[config.mk]
export PLATFORM = sky130hd
export DESIGN_NAME = sqi_div_step
export DESIGN_NICKNAME = d
export VERILOG_FILES = /design/src/sqi_pkg.sv /design/src/sqi_div_step.sv
export SDC_FILE = /design/constraint.sdc
export NUM_CORES = 1
export LEC_CHECK = 0
export BUFFER_PORTS_ARGS = -buffer_cell sky130_fd_sc_hd__buf_2
export CAP_MARGIN = 40
export CELL_PAD_IN_SITES_DETAIL_PLACEMENT = 0
export CELL_PAD_IN_SITES_GLOBAL_PLACEMENT = 1
export CORE_AREA = 2 2 433 435
export DETAILED_ROUTE_END_ITERATION = 10
export DIE_AREA = 0 0 435 437
export PLACE_DENSITY_LB_ADDON = 0.1
export SLEW_MARGIN = 20
export SYNTH_ARGS = -nofsm -noshare
export SYNTH_HDL_FRONTEND = slang
export SYNTH_SLANG_ARGS = --single-unit
[constraint.sdc]
create_clock -name clk -period 1.15 [get_ports clk]
set_input_delay 0.115 -clock clk [delete_from_list [all_inputs] [get_ports clk]]
set_output_delay 0.115 -clock clk [all_outputs]
set_load 0.02 [all_outputs]
[src/sqi_pkg.sv]
// shared widths, types and constants of the segment / quad intersection unit
package sqi_pkg;

	// coordinate and derived arithmetic widths
	localparam int CW   = 21;            // signed Q12.8 coordinate
	localparam int EW   = CW + 1;        // quad edge component
	localparam int NW   = 2 * EW + 1;    // plane normal component
	localparam int TW   = NW + EW + 1;   // edge tangent component
	localparam int DENW = NW + CW + 2;   // n.L and n.S
	localparam int CHW  = 23;            // chunk of |num| for the split multiply
	localparam int NUMW = 3 * CHW;       // n.(p1 - S)
	localparam int MW   = NUMW + CW;     // |L| * |num|
	localparam int RW   = MW + 1;        // divider remainder
	localparam int QW   = CW + 1;        // quotient bits kept
	localparam int PW   = CW + 3;        // crossing point before clamping
	localparam int TLO  = TW / 2;        // low half of a tangent component
	localparam int EDW  = TW + PW + 4;   // edge side test dot product
	localparam int CFGW = 63;
	localparam int IDXW = 8;
	localparam int PRE_LAT = 7;          // quad setup pipeline depth
	localparam int PCW  = $clog2(PRE_LAT + 1);

	// register indexes
	localparam logic [IDXW-1:0] IDX_CORNER_ONE   = IDXW'(0);
	localparam logic [IDXW-1:0] IDX_CORNER_TWO   = IDXW'(1);
	localparam logic [IDXW-1:0] IDX_CORNER_THREE = IDXW'(2);
	localparam logic [IDXW-1:0] IDX_CORNER_FOUR  = IDXW'(3);

	// cross product component selects
	localparam int XN1 [3] = '{1, 2, 0};
	localparam int XN2 [3] = '{2, 0, 1};

	localparam logic signed [PW-1:0] PT_MAX = PW'(2 ** (CW - 1) - 1);
	localparam logic signed [PW-1:0] PT_MIN = -PW'(2 ** (CW - 1));

	typedef logic [2:0][CW-1:0] vec_t;

	// values derived from the four corners
	typedef struct packed {
		logic [2:0][NW-1:0]      n;
		logic [3:0][2:0][TW-1:0] t;
		logic [NUMW-1:0]         np0;
		logic [3:0][EDW-1:0]     c;
	} quad_t;

	// item state while it walks the divider
	typedef struct packed {
		logic [2:0][RW-1:0] rem;
		logic [2:0][QW-1:0] quo;
		logic [RW-1:0]      dvs;
		logic [2:0]         neg;
		logic               ovf;
		logic               dzero;
		vec_t               s;
		vec_t               l;
	} dstep_t;

	typedef struct packed {
		logic hit;
		vec_t pt;
	} res_t;

endpackage

[src/sqi_div_step.sv]
// one restoring division step for all three axes, registered
module sqi_div_step (
	input  logic            clk,
	input  logic            arst_n,
	input  logic            en,
	input  logic            vld_i,
	input  sqi_pkg::dstep_t d_i,
	output logic            vld_o,
	output sqi_pkg::dstep_t d_o
);
	import sqi_pkg::*;

	dstep_t nxt;

	always_comb begin
		nxt = d_i;
		for (int k = 0; k < 3; k++) begin
			if (d_i.rem[k] >= d_i.dvs) begin
				nxt.rem[k] = (d_i.rem[k] - d_i.dvs) << 1;
				nxt.quo[k] = {d_i.quo[k][QW-2:0], 1'b1};
			end else begin
				nxt.rem[k] = d_i.rem[k] << 1;
				nxt.quo[k] = {d_i.quo[k][QW-2:0], 1'b0};
			end
		end
	end

	always_ff @(posedge clk or negedge arst_n) begin
		if (!arst_n) begin
			vld_o <= 1'b0;
		end else if (en) begin
			vld_o <= vld_i;
		end
	end

	always_ff @(posedge clk) begin
		if (en) begin
			d_o <= nxt;
		end
	end

endmodule

==> run summary <==
Mapped Cells = 3733
vias in the first global route = 43300
worst path cell trace = buf_12, buf_6, ha_4, inv_2, fa_2, a211oi_2, o21ai_2, nand4_4, o31ai_4, buf_12, a31o_4, a41oi_4, o41a_4, o21bai_4, a211oi_4, buf_12, o41ai_4, mux2_4, o2111ai_2
vias per cell = 4.40
Pwr Density = 1240 nW/µm²
top cell type's share of synthesized area = 45.6%
die width = 435 µm
Hold Vio Cnt, Final = 3
type of the tightest min-delay check = in2reg
P_leak = 30.9 nW
PnR Total Power = 85.0 mW
Die Y = 437 µm
DR iter-0 viols = 2225
Clock Pin Slew Worst Setup and Hold Paths = 60 ps
final period utilization = 277%
Port Buffers = 1120
CP Buf/Inv Count = 5
Sw Share = 35.5%
EDFF count, synth = 558
type of origin of the critical path = input pin
hold_ws = -227 ps
Post-route DRC = 0
# rows = 158
Synth Cell Area = 36800 µm²
status = finished with violations
clock buffer depth = 3
antenna violations before repair = 59
Final Max Slew Viols = 0
simple-gate area share of the yosys netlist = 12.8%
most frequent cell after synthesis = edfxtp_1
H-tree levels = 3
minimum clock period = 3190 ps
overall global routing resource usage = 23.3%
Final setup viols = 832
cts bufs inserted = 77
TritonCTS clock tree = done
Pint = 54.8 mW
sequential fraction of the synthesis area = 45.6%
DP Wirelength = 187000 µm
Place WS = -3650 ps
Crit Path Max Fanout = 4
CP arrival = 3650 ps
Clock Latency Late Sink = 710 ps
clock share of power = 28.7%
I/O pins = 1127
GP Congestion = 0.887
GR Overflow Total = 0
Critical Path Max Stage Delay = 420 ps
top layer in use = met5
failing checks = hold timing, setup timing
Rel. slew slack = 45.5%
Max Cap Viol = 0
nature of the critical path endpoint = flop
largest cells by area after synthesis = edfxtp_1, ha_1, a21oi_1, o21ai_0, nand2_1
core area = 185000 µm²
drt first pass iters = 6
Worst path most repeated cell = buf_12
Post-Synth XOR/XNOR Area = 6.05%
die footprint = 190000 µm²
root buffer cell = clkbuf_16
critical path type = in2reg
Nets = 7723
Gate power share = 40.4%
Synth Register Bits = 559
WL final = 233000 µm
CP max-delay cell = o41a_4
Switch Pwr = 30.2 mW
Mean Syn Cell Area = 9.85 µm²
Compound-Gate Fraction of Synth Area = 20.9%
post-synth top area cell = edfxtp_1
final instance area = 68700 µm²
unrepaired setup endpoints after global routing = yes
Initial Util = 19.9%
Post-DP Area = 56800 µm²
Critical Path RT = 1610 ps
f_max = 0.314 GHz
mux cell area share after synthesis = 1.16%
setup_tns = -643680 ps
Slew @ Worst Pin = 815 ps
ys flop type = edfxtp_1
first-pass GRT wire length = 318000 µm
Reg power frac = 30.9%
Routed Antenna Nets = 0
synth cell count leaders = edfxtp_1, nand2_1, a21oi_1
largest family of logic cells by synthesized area = compound AO/OA/AOI/OAI gates
Crit path max-delay family = compound AO/OA/AOI/OAI gates
vias post-DR = 41600
DRT met1 WL = 91600 µm
met2 WL = 125000 µm
clock tree sinks = 559
Routed WL per cell = 24.7 µm
adder-cell share of the synthesized area = 9.45%
Distinct cells, synth = 97
maximum vdd ir drop = 1060 µV
ys async rst share = 0.179%
largest net degree at the start of global routing = 58
clk_skew = 0 ps
share of cells above drive strength 1 = 46.6%
met3 wire len = 8690 µm
PnR worst setup slack = -2040 ps
Area Growth Syn to Fin = 86.8%
Syn. warnings = 0
placed cells by master, fill, tap and decap left out, drive strengths merged, types with 52 or more instances in the layout:
master          n
edfxtp        558
nor2          235
nor3           52
dlygate4sd3   561
nand2         415
ha            273
clkbuf        102
xor2          101
xnor2         153
o21bai         71
a21oi         410
buf          2669
o21ai         350
nand3          69
inv           161
nand4         102
a21o          169
layer usage:
metal | global-route usage (%) | vias up
met3 | 3.42 | 275
met2 | 45.1 | 1095
met1 | 26.2 | 19900
li1 | - | 20200
met4 | 6.54 | 24
met5 | 0 | -
registers in the layout, indices dropped and copies added (netlist names):
register / cells
vld_o: 1
d_o: 558
path summary, 6_finish.rpt:
check                            to  depth (start not counted)  slack (ps)      from
min in group asynchronous     vld_o                          3         230    arst_n
max in group asynchronous     vld_o                          3         820    arst_n
max                        d_o[466]                         19       -2040  d_i[131]
min reg2reg                   vld_o                          1         510     vld_o
max reg2reg                   vld_o                          1         410     vld_o
min                        d_o[472]                          2        -230  d_i[471]
layout make-up:
cell class | count | area, µm²
Antenna cell | 20 | 50.0
Clock buffer | 92 | 1980
Clock inverter | 41 | 494
Fill cell | 19200 | 116000
Inverter | 166 | 688
Multi-Input combinational cell | 2831 | 21000
Sequential cell | 559 | 16800
Tap cell | 2480 | 3100
Timing Repair Buffer | 3247 | 24600
through the flow:
| step | utilization [%] | hold slack [ps] | instances |
|---|---|---|---|
| finish | 37.1 | -227 | 9436 |
| floorplan | - | -181 | 3735 |
| global placement | 30.7 | -110 | 8612 |
| global route | 37.1 | -242 | 9429 |
| detailed placement | 30.7 | -108 | 8614 |
| CTS | 36.2 | -276 | 9370 |
kinds of logic (layout without fill, tap and decap cells):
family                     Yosys count  in the layout
AOI/OAI and AO/OA                 1235           1236
xor gates and xnor gates           254            254
adders and majority gates          276            276
buffers and inverters              346           3546
DFF                                559            559
muxes                               38             38
other                                1             23
and+or+nand+nor                   1024           1024
power groups by stage:
stage	Sequential (mW)	Clock, mW	Combinational, mW
final	26.2	24.4	34.4
after global routing	26.4	25.7	36.6
after CTS	26.3	25.1	33.3
after detailed placement	26.6	0	29.6
after global placement	26.7	0	29.7
after floorplan	29.3	0	10.6
repair_timing:
item	4_1_cts	5_1_grt
pin swaps	96	122
gates cloned	14	11
gates resized for setup	261	274
setup buffers	53	47
endpoints found under the hold margin	706	4
hold buffers	561	1
setup endpoints to repair	832	832
Note: power is estimated with default switching activity, not from simulation.
